--- src/rtl/lqd_pkg.sv ---
// shared constants and types for the link queue delay model
package lqd_pkg;

    localparam int FRAC_BITS = 16;
    localparam int QUEUE_W   = 48;
    localparam int SUM_W     = QUEUE_W + 1;
    localparam int LEN_W     = 17;
    localparam int DIV_NUM_W = 80;
    localparam int DIV_DEN_W = 48;
    localparam int DIV_CNT_W = $clog2(DIV_NUM_W);
    localparam int MUL_W     = 32;
    localparam int MUL_CNT_W = $clog2(MUL_W);

    localparam logic [31:0] SAMPLE_MS  = 32'd3000;
    localparam logic [9:0]  MS_PER_S   = 10'd1000;
    localparam logic [6:0]  PCT_FULL   = 7'd100;
    localparam logic [4:0]  HDR_FULL   = 5'd28;
    localparam logic [4:0]  HDR_PPP    = 5'd15;

    localparam logic [1:0] OP_TICK  = 2'd0;
    localparam logic [1:0] OP_RECV  = 2'd1;
    localparam logic [1:0] OP_SEND  = 2'd2;
    localparam logic [1:0] OP_SPARE = 2'd3;

    localparam logic [7:0] CFG_SEND_BW = 8'd0;
    localparam logic [7:0] CFG_RECV_BW = 8'd1;
    localparam logic [7:0] CFG_PPP     = 8'd2;
    localparam logic [7:0] CFG_COMP    = 8'd3;

    typedef enum logic [2:0] {
        ST_IDLE,
        ST_TMUL,
        ST_TDIV,
        ST_AVG,
        ST_MLEN,
        ST_MDLY,
        ST_DONE
    } state_t;

endpackage

--- src/rtl/lqd_div.sv ---
// restoring divider, one quotient bit per cycle
module lqd_div (
    input  logic                          aclk,
    input  logic                          aresetn,
    input  logic                          start,
    input  logic [lqd_pkg::DIV_NUM_W-1:0] num,
    input  logic [lqd_pkg::DIV_DEN_W-1:0] den,
    output logic                          done,
    output logic [lqd_pkg::DIV_NUM_W-1:0] quo
);

    logic [lqd_pkg::DIV_NUM_W-1:0] num_reg;
    logic [lqd_pkg::DIV_DEN_W-1:0] den_reg;
    logic [lqd_pkg::DIV_DEN_W-1:0] rem_reg;
    logic [lqd_pkg::DIV_CNT_W-1:0] cnt_reg;
    logic                          busy_reg;
    logic                          done_reg;
    logic [lqd_pkg::DIV_DEN_W+1:0] diff;

    // trial subtract of the divisor from the shifted remainder
    assign diff = {1'b0, rem_reg, num_reg[lqd_pkg::DIV_NUM_W-1]} - {2'b00, den_reg};

    always_ff @(posedge aclk) begin
        if (!aresetn) begin
            busy_reg <= 1'b0;
            done_reg <= 1'b0;
            cnt_reg  <= '0;
        end else begin
            done_reg <= 1'b0;
            if (start) begin
                busy_reg <= 1'b1;
                cnt_reg  <= '0;
            end else if (busy_reg) begin
                cnt_reg <= cnt_reg + 1'b1;
                if (cnt_reg == lqd_pkg::DIV_CNT_W'(lqd_pkg::DIV_NUM_W - 1)) begin
                    busy_reg <= 1'b0;
                    done_reg <= 1'b1;
                end
            end
        end
    end

    always_ff @(posedge aclk) begin
        if (start) begin
            num_reg <= num;
            den_reg <= den;
            rem_reg <= '0;
        end else if (busy_reg) begin
            num_reg <= {num_reg[lqd_pkg::DIV_NUM_W-2:0], ~diff[lqd_pkg::DIV_DEN_W+1]};
            if (!diff[lqd_pkg::DIV_DEN_W+1]) begin
                rem_reg <= diff[lqd_pkg::DIV_DEN_W-1:0];
            end else begin
                rem_reg <= {rem_reg[lqd_pkg::DIV_DEN_W-2:0], num_reg[lqd_pkg::DIV_NUM_W-1]};
            end
        end
    end

    assign done = done_reg;
    assign quo  = num_reg;

endmodule

--- src/rtl/lqd_mul.sv ---
// shift-and-add multiplier, one multiplier bit per cycle
module lqd_mul (
    input  logic                          aclk,
    input  logic                          aresetn,
    input  logic                          start,
    input  logic [lqd_pkg::MUL_W-1:0]     a,
    input  logic [lqd_pkg::MUL_W-1:0]     b,
    output logic                          done,
    output logic [2*lqd_pkg::MUL_W-1:0]   prod
);

    logic [2*lqd_pkg::MUL_W-1:0]  acc_reg;
    logic [2*lqd_pkg::MUL_W-1:0]  mcand_reg;
    logic [lqd_pkg::MUL_W-1:0]    mplier_reg;
    logic [lqd_pkg::MUL_CNT_W-1:0] cnt_reg;
    logic                         busy_reg;
    logic                         done_reg;

    always_ff @(posedge aclk) begin
        if (!aresetn) begin
            busy_reg <= 1'b0;
            done_reg <= 1'b0;
            cnt_reg  <= '0;
        end else begin
            done_reg <= 1'b0;
            if (start) begin
                busy_reg <= 1'b1;
                cnt_reg  <= '0;
            end else if (busy_reg) begin
                cnt_reg <= cnt_reg + 1'b1;
                if (cnt_reg == lqd_pkg::MUL_CNT_W'(lqd_pkg::MUL_W - 1)) begin
                    busy_reg <= 1'b0;
                    done_reg <= 1'b1;
                end
            end
        end
    end

    always_ff @(posedge aclk) begin
        if (start) begin
            acc_reg    <= '0;
            mcand_reg  <= {{lqd_pkg::MUL_W{1'b0}}, a};
            mplier_reg <= b;
        end else if (busy_reg) begin
            if (mplier_reg[0]) begin
                acc_reg <= acc_reg + mcand_reg;
            end
            mcand_reg  <= {mcand_reg[2*lqd_pkg::MUL_W-2:0], 1'b0};
            mplier_reg <= {1'b0, mplier_reg[lqd_pkg::MUL_W-1:1]};
        end
    end

    assign done = done_reg;
    assign prod = acc_reg;

endmodule

--- src/rtl/link_queue_delay_model_core.sv ---
// link queue delay model: two leaky-bucket link queues with rate averaging
//
//  channel | handshake            | payload
//  input   | s_valid / s_ready    | s_op, s_time_ms, s_message_length, s_protocol
//  result  | m_valid / m_ready    | m_delay_ms, m_average_*_rate, m_*_backlog
//  config  | cfg_valid / cfg_ready| cfg_index, cfg_data
//
// one word at a time; a single divider is shared by every step, beside one multiplier
// message: two divider passes (length, then delay)
// tick: a multiply and a divide per queue, two more divides when the averages are refreshed
// reset is synchronous, active low; no clearing pass
// a waiting result is held in the output register while the next word runs
module link_queue_delay_model_core (
    input  logic        aclk,
    input  logic        aresetn,
    input  logic        s_valid,
    output logic        s_ready,
    input  logic [1:0]  s_op,
    input  logic [31:0] s_time_ms,
    input  logic [15:0] s_message_length,
    input  logic        s_protocol,
    output logic        m_valid,
    input  logic        m_ready,
    output logic [31:0] m_delay_ms,
    output logic [31:0] m_average_send_rate,
    output logic [31:0] m_average_receive_rate,
    output logic [31:0] m_send_backlog,
    output logic [31:0] m_receive_backlog,
    input  logic        cfg_valid,
    output logic        cfg_ready,
    input  logic [7:0]  cfg_index,
    input  logic [31:0] cfg_data
);

    lqd_pkg::state_t state_reg, state_next;

    logic [31:0] snd_bw_reg, rcv_bw_reg;
    logic        ppp_reg;
    logic [6:0]  comp_reg;

    logic [31:0] time_reg;
    logic [15:0] length_reg;
    logic        proto_reg;
    logic        sel_reg;
    logic        issued_reg;

    logic [lqd_pkg::QUEUE_W-1:0] snd_q_reg, rcv_q_reg;
    logic [31:0] last_tick_reg, last_avg_reg;
    logic [31:0] snd_win_reg, rcv_win_reg;
    logic [31:0] snd_avg_reg, rcv_avg_reg;
    logic [lqd_pkg::LEN_W-1:0] len_reg;
    logic [lqd_pkg::SUM_W-1:0] sum_reg;
    logic [31:0] delay_reg;
    logic        m_valid_reg;
    logic [31:0] m_delay_reg, m_snd_avg_reg, m_rcv_avg_reg, m_snd_bl_reg, m_rcv_bl_reg;

    logic        mul_start, mul_done, div_start, div_done, out_load;
    logic [63:0] mul_prod;
    logic [lqd_pkg::DIV_NUM_W-1:0] div_num, div_quo;
    logic [lqd_pkg::DIV_DEN_W-1:0] div_den;

    logic [31:0] bw_sel, bw_eff, win_sel, avg_sel, dt, interval;
    logic [lqd_pkg::QUEUE_W-1:0] q_sel, drained, q_grown;
    logic [6:0]  keep_pct;
    logic [4:0]  hdr;
    logic [lqd_pkg::LEN_W-1:0] len_hdr;
    logic [23:0] scaled;
    logic [41:0] win_k;
    logic [58:0] sum_k;
    logic [32:0] avg_sum, win_add;
    logic [31:0] win_new;

    assign bw_sel   = sel_reg ? rcv_bw_reg  : snd_bw_reg;
    assign bw_eff   = (bw_sel == 32'd0) ? 32'd1 : bw_sel;
    assign q_sel    = sel_reg ? rcv_q_reg   : snd_q_reg;
    assign win_sel  = sel_reg ? rcv_win_reg : snd_win_reg;
    assign avg_sel  = sel_reg ? rcv_avg_reg : snd_avg_reg;
    assign dt       = time_reg - last_tick_reg;
    assign interval = time_reg - last_avg_reg;

    assign keep_pct = (comp_reg > lqd_pkg::PCT_FULL) ? 7'd0 : lqd_pkg::PCT_FULL - comp_reg;
    assign hdr      = (proto_reg || !ppp_reg) ? lqd_pkg::HDR_FULL : lqd_pkg::HDR_PPP;
    assign len_hdr  = lqd_pkg::LEN_W'(length_reg) + lqd_pkg::LEN_W'(hdr);
    assign scaled   = 24'(keep_pct) * 24'(len_hdr);

    // times 1000 as 1024 - 16 - 8
    assign win_k = {win_sel, 10'd0} - 42'({win_sel, 4'd0}) - 42'({win_sel, 3'd0});
    assign sum_k = {sum_reg, 10'd0} - 59'({sum_reg, 4'd0}) - 59'({sum_reg, 3'd0});

    // drained amount at or above the queue empties it
    assign drained = ((|div_quo[lqd_pkg::DIV_NUM_W-1:lqd_pkg::QUEUE_W])
                      || (div_quo[lqd_pkg::QUEUE_W-1:0] >= q_sel))
                     ? '0 : q_sel - div_quo[lqd_pkg::QUEUE_W-1:0];
    assign q_grown = sum_reg[lqd_pkg::SUM_W-1] ? '1 : sum_reg[lqd_pkg::QUEUE_W-1:0];
    assign avg_sum = {1'b0, avg_sel} + {1'b0, div_quo[31:0]};
    assign win_add = {1'b0, win_sel} + 33'(len_reg);
    assign win_new = win_add[32] ? 32'hFFFF_FFFF : win_add[31:0];

    always_comb begin
        state_next = state_reg;
        unique case (state_reg)
            lqd_pkg::ST_IDLE: begin
                if (s_valid) begin
                    if (s_op == lqd_pkg::OP_TICK) begin
                        state_next = lqd_pkg::ST_TMUL;
                    end else if (s_op == lqd_pkg::OP_RECV || s_op == lqd_pkg::OP_SEND) begin
                        state_next = lqd_pkg::ST_MLEN;
                    end else begin
                        state_next = lqd_pkg::ST_DONE;
                    end
                end
            end
            lqd_pkg::ST_TMUL: begin
                if (mul_done) state_next = lqd_pkg::ST_TDIV;
            end
            lqd_pkg::ST_TDIV: begin
                if (div_done) begin
                    if (!sel_reg) begin
                        state_next = lqd_pkg::ST_TMUL;
                    end else if (interval >= lqd_pkg::SAMPLE_MS) begin
                        state_next = lqd_pkg::ST_AVG;
                    end else begin
                        state_next = lqd_pkg::ST_DONE;
                    end
                end
            end
            lqd_pkg::ST_AVG: begin
                if (div_done && sel_reg) state_next = lqd_pkg::ST_DONE;
            end
            lqd_pkg::ST_MLEN: begin
                if (div_done) state_next = lqd_pkg::ST_MDLY;
            end
            lqd_pkg::ST_MDLY: begin
                if (div_done) state_next = lqd_pkg::ST_DONE;
            end
            lqd_pkg::ST_DONE: begin
                if (!m_valid_reg || m_ready) state_next = lqd_pkg::ST_IDLE;
            end
            default: state_next = lqd_pkg::ST_IDLE;
        endcase
    end

    always_comb begin
        s_ready   = 1'b0;
        mul_start = 1'b0;
        div_start = 1'b0;
        out_load  = 1'b0;
        div_num   = '0;
        div_den   = lqd_pkg::DIV_DEN_W'(lqd_pkg::MS_PER_S);
        unique case (state_reg)
            lqd_pkg::ST_IDLE: s_ready = 1'b1;
            lqd_pkg::ST_TMUL: mul_start = !issued_reg;
            lqd_pkg::ST_TDIV: begin
                div_start = !issued_reg;
                div_num   = {mul_prod, 16'd0};
            end
            lqd_pkg::ST_AVG: begin
                div_start = !issued_reg;
                div_num   = lqd_pkg::DIV_NUM_W'(win_k);
                div_den   = lqd_pkg::DIV_DEN_W'(interval);
            end
            lqd_pkg::ST_MLEN: begin
                div_start = !issued_reg;
                div_num   = lqd_pkg::DIV_NUM_W'(scaled);
                div_den   = lqd_pkg::DIV_DEN_W'(lqd_pkg::PCT_FULL);
            end
            lqd_pkg::ST_MDLY: begin
                div_start = !issued_reg;
                div_num   = lqd_pkg::DIV_NUM_W'(sum_k);
                div_den   = {bw_eff, 16'd0};
            end
            lqd_pkg::ST_DONE: out_load = !m_valid_reg || m_ready;
            default: s_ready = 1'b0;
        endcase
    end

    always_ff @(posedge aclk) begin
        if (!aresetn) begin
            state_reg     <= lqd_pkg::ST_IDLE;
            issued_reg    <= 1'b0;
            m_valid_reg   <= 1'b0;
            snd_bw_reg    <= 32'hFFFF_FFFF;
            rcv_bw_reg    <= 32'hFFFF_FFFF;
            ppp_reg       <= 1'b1;
            comp_reg      <= '0;
            snd_q_reg     <= '0;
            rcv_q_reg     <= '0;
            last_tick_reg <= '0;
            last_avg_reg  <= '0;
            snd_win_reg   <= '0;
            rcv_win_reg   <= '0;
            snd_avg_reg   <= '0;
            rcv_avg_reg   <= '0;
        end else begin
            state_reg <= state_next;
            if (mul_start || div_start) begin
                issued_reg <= 1'b1;
            end else if (mul_done || div_done) begin
                issued_reg <= 1'b0;
            end
            if (out_load) begin
                m_valid_reg <= 1'b1;
            end else if (m_ready) begin
                m_valid_reg <= 1'b0;
            end
            if (cfg_valid) begin
                unique case (cfg_index)
                    lqd_pkg::CFG_SEND_BW: snd_bw_reg <= cfg_data;
                    lqd_pkg::CFG_RECV_BW: rcv_bw_reg <= cfg_data;
                    lqd_pkg::CFG_PPP:     ppp_reg    <= cfg_data[0];
                    lqd_pkg::CFG_COMP:    comp_reg   <= cfg_data[6:0];
                    default: ;
                endcase
            end
            if (div_done) begin
                unique case (state_reg)
                    lqd_pkg::ST_TDIV: begin
                        if (sel_reg) begin
                            rcv_q_reg     <= drained;
                            last_tick_reg <= time_reg;
                        end else begin
                            snd_q_reg <= drained;
                        end
                    end
                    lqd_pkg::ST_AVG: begin
                        if (sel_reg) begin
                            rcv_avg_reg  <= avg_sum[32:1];
                            snd_win_reg  <= '0;
                            rcv_win_reg  <= '0;
                            last_avg_reg <= time_reg;
                        end else begin
                            snd_avg_reg <= avg_sum[32:1];
                        end
                    end
                    lqd_pkg::ST_MDLY: begin
                        if (sel_reg) begin
                            rcv_q_reg   <= q_grown;
                            rcv_win_reg <= win_new;
                        end else begin
                            snd_q_reg   <= q_grown;
                            snd_win_reg <= win_new;
                        end
                    end
                    default: ;
                endcase
            end
        end
    end

    // payload registers
    always_ff @(posedge aclk) begin
        if (s_valid && s_ready) begin
            time_reg   <= s_time_ms;
            length_reg <= s_message_length;
            proto_reg  <= s_protocol;
            sel_reg    <= (s_op == lqd_pkg::OP_RECV);
            delay_reg  <= '0;
        end else if (div_done) begin
            if (state_reg == lqd_pkg::ST_TDIV || state_reg == lqd_pkg::ST_AVG) begin
                sel_reg <= ~sel_reg;
            end
            if (state_reg == lqd_pkg::ST_MLEN) begin
                len_reg <= div_quo[lqd_pkg::LEN_W-1:0];
                sum_reg <= lqd_pkg::SUM_W'({div_quo[lqd_pkg::LEN_W-1:0], 16'd0})
                         + lqd_pkg::SUM_W'(q_sel);
            end
            if (state_reg == lqd_pkg::ST_MDLY) begin
                delay_reg <= (|div_quo[lqd_pkg::DIV_NUM_W-1:32]) ? 32'hFFFF_FFFF
                                                                  : div_quo[31:0];
            end
        end
        if (out_load) begin
            m_delay_reg   <= delay_reg;
            m_snd_avg_reg <= snd_avg_reg;
            m_rcv_avg_reg <= rcv_avg_reg;
            m_snd_bl_reg  <= snd_q_reg[lqd_pkg::QUEUE_W-1:lqd_pkg::FRAC_BITS];
            m_rcv_bl_reg  <= rcv_q_reg[lqd_pkg::QUEUE_W-1:lqd_pkg::FRAC_BITS];
        end
    end

    lqd_mul u_mul (
        .aclk    (aclk),
        .aresetn (aresetn),
        .start   (mul_start),
        .a       (dt),
        .b       (bw_sel),
        .done    (mul_done),
        .prod    (mul_prod)
    );

    lqd_div u_div (
        .aclk    (aclk),
        .aresetn (aresetn),
        .start   (div_start),
        .num     (div_num),
        .den     (div_den),
        .done    (div_done),
        .quo     (div_quo)
    );

    assign cfg_ready              = 1'b1;
    assign m_valid                = m_valid_reg;
    assign m_delay_ms             = m_delay_reg;
    assign m_average_send_rate    = m_snd_avg_reg;
    assign m_average_receive_rate = m_rcv_avg_reg;
    assign m_send_backlog         = m_snd_bl_reg;
    assign m_receive_backlog      = m_rcv_bl_reg;

`ifndef ASSERT_OFF
    a_mul_in_tick: assert property (@(posedge aclk) disable iff (!aresetn)
        mul_start |-> state_reg == lqd_pkg::ST_TMUL)
        else $error("multiplier started outside drain step");

    a_queue_idle: assert property (@(posedge aclk) disable iff (!aresetn)
        state_reg == lqd_pkg::ST_IDLE |=> $stable(snd_q_reg) && $stable(rcv_q_reg))
        else $error("queue changed while idle");

    a_one_unit: assert property (@(posedge aclk) disable iff (!aresetn)
        !(mul_start && div_start))
        else $error("both arithmetic units started together");

    a_done_leaves: assert property (@(posedge aclk) disable iff (!aresetn)
        out_load |=> m_valid && state_reg == lqd_pkg::ST_IDLE)
        else $error("result load did not return to idle");
`endif

endmodule

--- config.mk ---
export PLATFORM = sky130hd
export DESIGN_NAME = link_queue_delay_model_core
export DESIGN_NICKNAME = d
export VERILOG_FILES = /design/src/rtl/lqd_pkg.sv /design/src/rtl/lqd_div.sv /design/src/rtl/lqd_mul.sv /design/src/rtl/link_queue_delay_model_core.sv
export SDC_FILE = /design/constraint.sdc
export NUM_CORES = 2
export LEC_CHECK = 0
export BUFFER_PORTS_ARGS = -buffer_cell sky130_fd_sc_hd__buf_2
export CORE_MARGIN = 4
export CORE_UTILIZATION = 60
export CTS_BUF_LIST = sky130_fd_sc_hd__clkbuf_4
export CTS_CLUSTER_DIAMETER = 150
export DETAILED_ROUTE_END_ITERATION = 7
export GPL_TIMING_DRIVEN = 0
export PLACE_DENSITY = 0.83
export SYNTH_ARGS = -nofsm -noshare
export SYNTH_HDL_FRONTEND = slang
export SYNTH_SLANG_ARGS = --single-unit
--- constraint.sdc ---
create_clock -name aclk -period 18.9 [get_ports aclk]
set_clock_uncertainty 0.15 [all_clocks]
set_input_delay 5.67 -clock aclk [delete_from_list [all_inputs] [get_ports aclk]]
set_output_delay 5.67 -clock aclk [all_outputs]
set_load 0.02 [all_outputs]
Yosys cells after proc, flatten, opt, wreduce, memory -nomap -nowiden
Index checks and enable logic that the tools add are counted.
{ "op_classes": {"addsub": 16, "n_mul": 1, "n_div": 0, "magnitude_cmp": 3, "n_eq_ne": 25, "shift": 0, "muxes": 62, "bitwise_logic": 6, "n_reduce_logical": 47} }
{ "ops": {"columns": ["cell", "count"], "rows": [
  ["2-to-1 mux 32 bit", 13],
  ["2-to-1 mux 48 bit", 8],
  ["one-hot mux 80 bit (4 select lines)", 1],
  ["one-hot mux 48 bit (2 select lines)", 2],
  ["2-to-1 mux 80 bit", 2],
  ["one-hot mux 48 bit (3 select lines)", 1],
  ["one-hot mux 32 bit (2 select lines)", 2],
  ["adder 64 bit", 1],
  ["subtractor 32 bit", 2],
  ["subtractor 59 x 52 -> 59 bit", 1],
  ["subtractor 59 x 53 -> 59 bit", 1],
  ["subtractor 49 x 48 -> 50 bit", 1],
  ["adder 33 x 48 -> 49 bit", 1],
  ["greater-or-equal comparator 48 bit", 1],
  ["OR reduction 48 bit", 1],
  ["subtractor 48 bit", 1],
  ["subtractor 42 x 35 -> 42 bit", 1],
  ["subtractor 42 x 36 -> 42 bit", 1],
  ["adder 32 x 17 -> 33 bit", 1],
  ["adder 32 x 32 -> 33 bit", 1],
  ["greater-or-equal comparator 32 x 12 -> 1 bit (second input constant)", 1],
  ["zero test 32 bit", 1],
  ["OR reduction 32 bit", 1],
  ["2-to-1 mux 3 bit", 10],
  ["37 further kinds", 104]
]} }
{ "totals": {"ff_bits": 1025, "latch_bits": 0, "ramBits": 0, "mem_bits_ro": 0, "input_bits": 96, "word_cells": 200, "mem_count": 0} }

Longest topological paths before layout
{ "depth": {"depth_word": 7, "depth_mapped": 28, "depth_no_buf": 28} }

Hierarchy
A second synthesis with hierarchy kept.
{ "unflattened": {"cells_unflattened": 7374, "hier_area_um2": 66949.2} }
{ "by_module_without_submodules": {"columns": ["mod", "n_inst", "cells_each", "area_each_um2"], "rows": [
  ["link_queue_delay_model_core", 1, 5286, 46520.9],
  ["lqd_div", 1, 972, 10286.1],
  ["lqd_mul", 1, 1116, 10142.2]
]} }

Worst setup path before layout
No wires, ideal clock.
{ "synth_timing": {"path_type": "input to register", "startpoint": "input m_ready", "endpoint": "register m_rcv_avg_reg[0], in the netlist m_average_receive_rate[0], enable pin", "setup_time_ns": 0.682, "arrival_ns": 12.375, "required_ns": 18.068, "slack_ns": 5.693, "stages": 2, "path_buffers": 0, "path_cell_list": "nor2b_1 nor2_1"} }
{ "synth_between": {"elab_chain_len": 2} }
{ "synth_rtl": {"columns": ["item", "line_no", "rtl"], "rows": [
  ["start: declaration", "link_queue_delay_model_core.sv:23", "input logic m_ready,"],
  ["logical OR 1 bit", "link_queue_delay_model_core.sv:172", "lqd_pkg::ST_DONE: out_load = !m_valid_reg || m_ready;"],
  ["2-to-1 mux 1 bit", "link_queue_delay_model_core.sv:150", "unique case (state_reg)"],
  ["named net out_load", "link_queue_delay_model_core.sv:57", "logic mul_start, mul_done, div_start, div_done, out_load;"],
  ["end signal: assignment", "link_queue_delay_model_core.sv:275", "m_rcv_avg_reg <= rcv_avg_reg;"],
  ["end: declaration", "link_queue_delay_model_core.sv:55", "logic [31:0] m_delay_reg, m_snd_avg_reg, m_rcv_avg_reg, m_snd_bl_reg, m_rcv_bl_reg;"]
]} }
The timed path passes the listed nets, and every way through them passes these cells.
A chain may end at the register's enable or synchronous reset.

Final worst setup path
{ "layout_timing": {"startpoint": "register sel_reg", "endpoint": "register u_div.num_reg (netlist bit u_div.quo[17]) (data pin)"} }
{ "layout_between": {"elab_chain_len": 5} }
{ "layout_rtl": {"columns": ["item", "line_no", "rtl"], "rows": [
  ["start: declaration", "link_queue_delay_model_core.sv:44", "logic sel_reg;"],
  ["start signal: assignment", "link_queue_delay_model_core.sv:256", "sel_reg <= (s_op == lqd_pkg::OP_RECV);"],
  ["start signal: assignment", "link_queue_delay_model_core.sv:260", "sel_reg <= ~sel_reg;"],
  ["2-to-1 mux 32 bit *", "link_queue_delay_model_core.sv:76", "assign win_sel = sel_reg ? rcv_win_reg : snd_win_reg;"],
  ["subtractor 42 x 36 -> 42 bit", "link_queue_delay_model_core.sv:87", "assign win_k = {win_sel, 10'd0} - 42'({win_sel, 4'd0}) - 42'({win_sel, 3'd0});"],
  ["subtractor 42 x 35 -> 42 bit *", "link_queue_delay_model_core.sv:87", null],
  ["one-hot mux 80 bit (4 select lines) *", "link_queue_delay_model_core.sv:150", null],
  ["2-to-1 mux 80 bit *", "lqd_div.sv:44", "if (start) begin"],
  ["end signal: assignment", "lqd_div.sv:45", "num_reg <= num;"],
  ["end signal: assignment", "lqd_div.sv:49", "num_reg <= {num_reg[lqd_pkg::DIV_NUM_W-2:0], ~diff[lqd_pkg::DIV_DEN_W+1]};"],
  ["end: declaration", "lqd_div.sv:12", "logic [lqd_pkg::DIV_NUM_W-1:0] num_reg;"]
]} }
Mark *: on every way between the ends. The rest lies on a longest branch, timed or not.

==> impl_metrics.yaml <==
timing:
  final_hold_viol_count: 0
  final_period_demand_of_the_worst_path_ps: 11000
  final_critical_path_share_of_the_clock_period_pct: 58.2
  relSlewSlack_pct: -7.94
  achievable-frequency_ghz: 0.0909
  setup_viol_count_final: 0
  total_negative_slack_ps: 0
  rsz0062_at_grt: "no"
  timing.final.max_slew_violations: 29
  tightestPinTransition_ps: 1620
synthesis:
  yosys_register_bits: 1025
  avgSynthCellArea_um2: 8.88
  synth_edf_count: 468
  post-synth-top-area-fraction_pct: 21.4
  netlist_area_mm2: 0.0658
  synth-warning-count: 0
  ys_seq_area_share_pct: 38.3
  post_synth_most_frequent_cells: "996 x sky130_fd_sc_hd__nand2_1, 741 x sky130_fd_sc_hd__a21oi_1, 557 x sky130_fd_sc_hd__dfxtp_1, 536 x sky130_fd_sc_hd__nor2_1, 470 x sky130_fd_sc_hd__inv_1"
  biggest_area_contributors_in_the_synthesized_netlist: "sky130_fd_sc_hd__edfxtp_1 21%, sky130_fd_sc_hd__dfxtp_1 17%, sky130_fd_sc_hd__ha_1 8.7%"
  number_of_different_library_cells_in_the_post_synthesis_netlist: 94
  postSynthCellCount: 7411
  yosys.cell_count.top_type: "sky130_fd_sc_hd__nand2_1"
  postSynthNetCount: 8114
  synthFlopType: "sky130_fd_sc_hd__dfxtp_1"
  async_reset_ff_share_pct: 0
  biggest_area_consumer_among_synthesized_cells: "sky130_fd_sc_hd__edfxtp_1"
run:
  maxCapViolCount: 4
drt:
  avgRoutedWirePerCell_um: 25.0
  route.vias.total: 61800
  drt_iter0_markers: 8143
  drt_drc_violations_left: 5
  viasPerCell: 6.42
  drtAntennaViolNets: 0
  drt_pre_antenna_iters: 8
  totalWireLength_um: 240000
global_route:
  global_route.usage.total_pct: 40.3
  grt_antenna_before_repair: 20
  gr-total-overflow: 0
  grt_first_pass_wirelength_um: 353000
  global_route.usage.met1_pct: 54.9
  first_global_vias: 57400
  grtUsageMet2_pct: 57.1
  largest_net_degree_at_the_start_of_global_routing: 67
  grt.busiest_layer: "met2"
  met3_use_gr_pct: 13.4
critical_path:
  timing.critical_path.max_delay_family: "buffers and inverters"
  rr_startpoint: "sel_reg$_DFFE_PP_"
  worstPathMaxFanout: 12
  worstSetupStartpointType: "register"
  cp_num_buf_inv: 7
  worst_path_max_delay_cell: "sky130_fd_sc_hd__clkbuf_1"
  startpoint: "sel_reg$_DFFE_PP_"
  crit_path_end_kind: "register"
  crit_chain: "buf_2 -> buf_2 -> buf_1 -> buf_2 -> buf_2 -> clkbuf_1 -> buf_2 -> mux2i_1 -> fa_1 -> ha_1 -> a21o_1 -> a21o_1 -> a21o_1 -> a211o_1 -> a31oi_1 -> nor2_1 -> xor2_1 -> a221oi_1 -> o21ai_0 -> a31oi_1 -> a21oi_1"
  critical-path-top-cell-by-count: "sky130_fd_sc_hd__buf_2"
  timing_worst_setup_path_type: "reg2reg"
  largest_stage_delay_worst_path_ps: 1130
  cp.required_ps: 19670
  worst_ep_arrival_time_ps: 11770
clock_network:
  clk_pin_slew_ps: 70
  clock_tree_buf_depth: 4
  postCtsSetupRepairBufs: 0
  cts_hold_buf: 0
  clock_tree.root_cell: "sky130_fd_sc_hd__clkbuf_4"
  tritoncts: "done"
  post_cts_resized: 0
  numClockSinks: 1025
  cts_made_buffers: 290
  clk_latency_ps: 1290
  h-tree-depth: 5
cells_and_area:
  net_count_reported_at_finish: 8672
  finish.cell_count_without_fillers: 9618
  largest_register_ffs: 80
  final_core_utilization_pct: 66.8
  layout-area-overhead-vs-synth_pct: 10.5
  drive_gt1_share_pct: 11.1
power:
  share_comb_of_total_power_pct: 46.6
  total_power_density_per_cell_area_mw_per_mm2: 136
  clk_network_pwr_share_pct: 21.0
  vdd.ir_drop.worst_v: 0.000218
  switching_share_pct: 46.6
  cellLeakagePower_nw: 31.2
  share_of_total_power_in_sequential_cells_pct: 32.4
  switchingPower_w: 0.00461
  internal_power_contribution_w: 0.00528
die:
  row_count: 121
  fp.dieArea_mm2: 0.115
  die_height_um: 339
  coreArea_mm2: 0.109
  die_x_um: 339
  floorplan.io_pins: 259
  initial_core_util_pct: 60.5
min_path:
  min-delay-start: "snd_avg_reg[21]$_SDFFE_PN0P_"
  min-delay-path-class: "reg2reg"
outcome:
  status: "complete, but fails checks"
  violations: "DRC, capacitance limit, slew limit"
placement:
  buffer_ports.inserted: 257
  dp.final_hpwl_um: 187000
  placed_cells: 9090
  globalplace.congestion: 1.06
==> worst paths after layout <==
path,slack [ps],cells after the start,end
min,290,0,m_average_send_rate[21]$_DFFE_PP_
min reg2reg,290,0,m_average_send_rate[21]$_DFFE_PP_
max,7900,21,u_div.quo[17]$_DFFE_PP_
max reg2reg,7900,21,u_div.quo[17]$_DFFE_PP_
==> through the flow <==
step	power, W	area, um^2	hold WS, ps	setup WS (ps)
finish	0.00988	72700	286	7900
global route	0.0103	72700	277	8130
CTS	0.00964	72600	280	8470
detailed placement	0.00757	69100	273	8450
global placement	0.00749	68900	272	3030
floorplan	0.00582	65800	259	5690
==> layout make-up <==
cell class / count / area (um^2)
Clock buffer: 433 / 3250
Antenna cell: 28 / 70.1
Clock inverter: 66 / 342
Buffer: 364 / 1410
Multi-Input combinational cell: 5551 / 37500
Sequential cell: 1025 / 25200
Fill cell: 8838 / 36100
Tap cell: 1414 / 1770
Timing Repair Buffer: 266 / 1450
Inverter: 471 / 1770
==> worst register-to-register path, stage by stage, from the launching register on <==
cell and delay (ps):
sky130_fd_sc_hd__edfxtp_1 310, sky130_fd_sc_hd__buf_2 450, sky130_fd_sc_hd__buf_2 530, sky130_fd_sc_hd__buf_1 1080, sky130_fd_sc_hd__buf_2 820, sky130_fd_sc_hd__buf_2 680, sky130_fd_sc_hd__clkbuf_1 1150, sky130_fd_sc_hd__buf_2 600
sky130_fd_sc_hd__mux2i_1 540, sky130_fd_sc_hd__fa_1 510, sky130_fd_sc_hd__ha_1 380, sky130_fd_sc_hd__a21o_1 210, sky130_fd_sc_hd__a21o_1 170, sky130_fd_sc_hd__a21o_1 200, sky130_fd_sc_hd__a211o_1 300, sky130_fd_sc_hd__a31oi_1 240
sky130_fd_sc_hd__nor2_1 100, sky130_fd_sc_hd__xor2_1 180, sky130_fd_sc_hd__a221oi_1 410, sky130_fd_sc_hd__o21ai_0 500, sky130_fd_sc_hd__a31oi_1 1110, sky130_fd_sc_hd__a21oi_1 70
==> layout by cell type, fill, tap and decap left out, drive strengths merged, types with 97 or more instances in the layout <==
cell / count
nand2: 996
clkbuf: 758
fa: 150
xnor2: 249
xor2: 139
buf: 305
inv: 477
edfxtp: 468
a211oi: 109
a21o: 211
o21ai: 451
nand3: 205
a21oi: 743
ha: 457
dfxtp: 557
nor2: 536
a31oi: 97
mux2i: 133
==> metal layers <==
| layer | share of wire, % | wire (um) |
|---|---|---|
| met4 | 5.6 | 13400 |
| met3 | 14 | 34100 |
| met1 | 39 | 94600 |
| met2 | 41 | 98200 |
| met5 | 0.010 | 24 |
==> power by group through the flow <==
stage | clock network, W | logic (W) | registers [W]
2_1_floorplan | 0 | 0.00285 | 0.00298
3_3_place_gp | 0 | 0.00427 | 0.00322
3_5_place_dp | 0 | 0.00437 | 0.00320
4_1_cts | 0.00208 | 0.00441 | 0.00315
5_1_grt | 0.00220 | 0.00493 | 0.00319
6_report | 0.00207 | 0.00461 | 0.00320
==> cells by family (layout without fill, tap and decap cells) <==
group	count (synthesis)	in the layout	share of synthesized area [%]
multiplexers	211	211	3.36
AO/OA/AOI/OAI	2089	2089	19.9
buffers and inverters	835	1600	4.82
adder cells (fa/ha/maj)	607	607	13.3
AND/OR/NAND/NOR	2255	2255	15.2
flip-flops	1025	1025	38.3
XOR/XNOR	388	388	5.16
other	1	29	0.00570
Power figures use the tool's default switching activity.
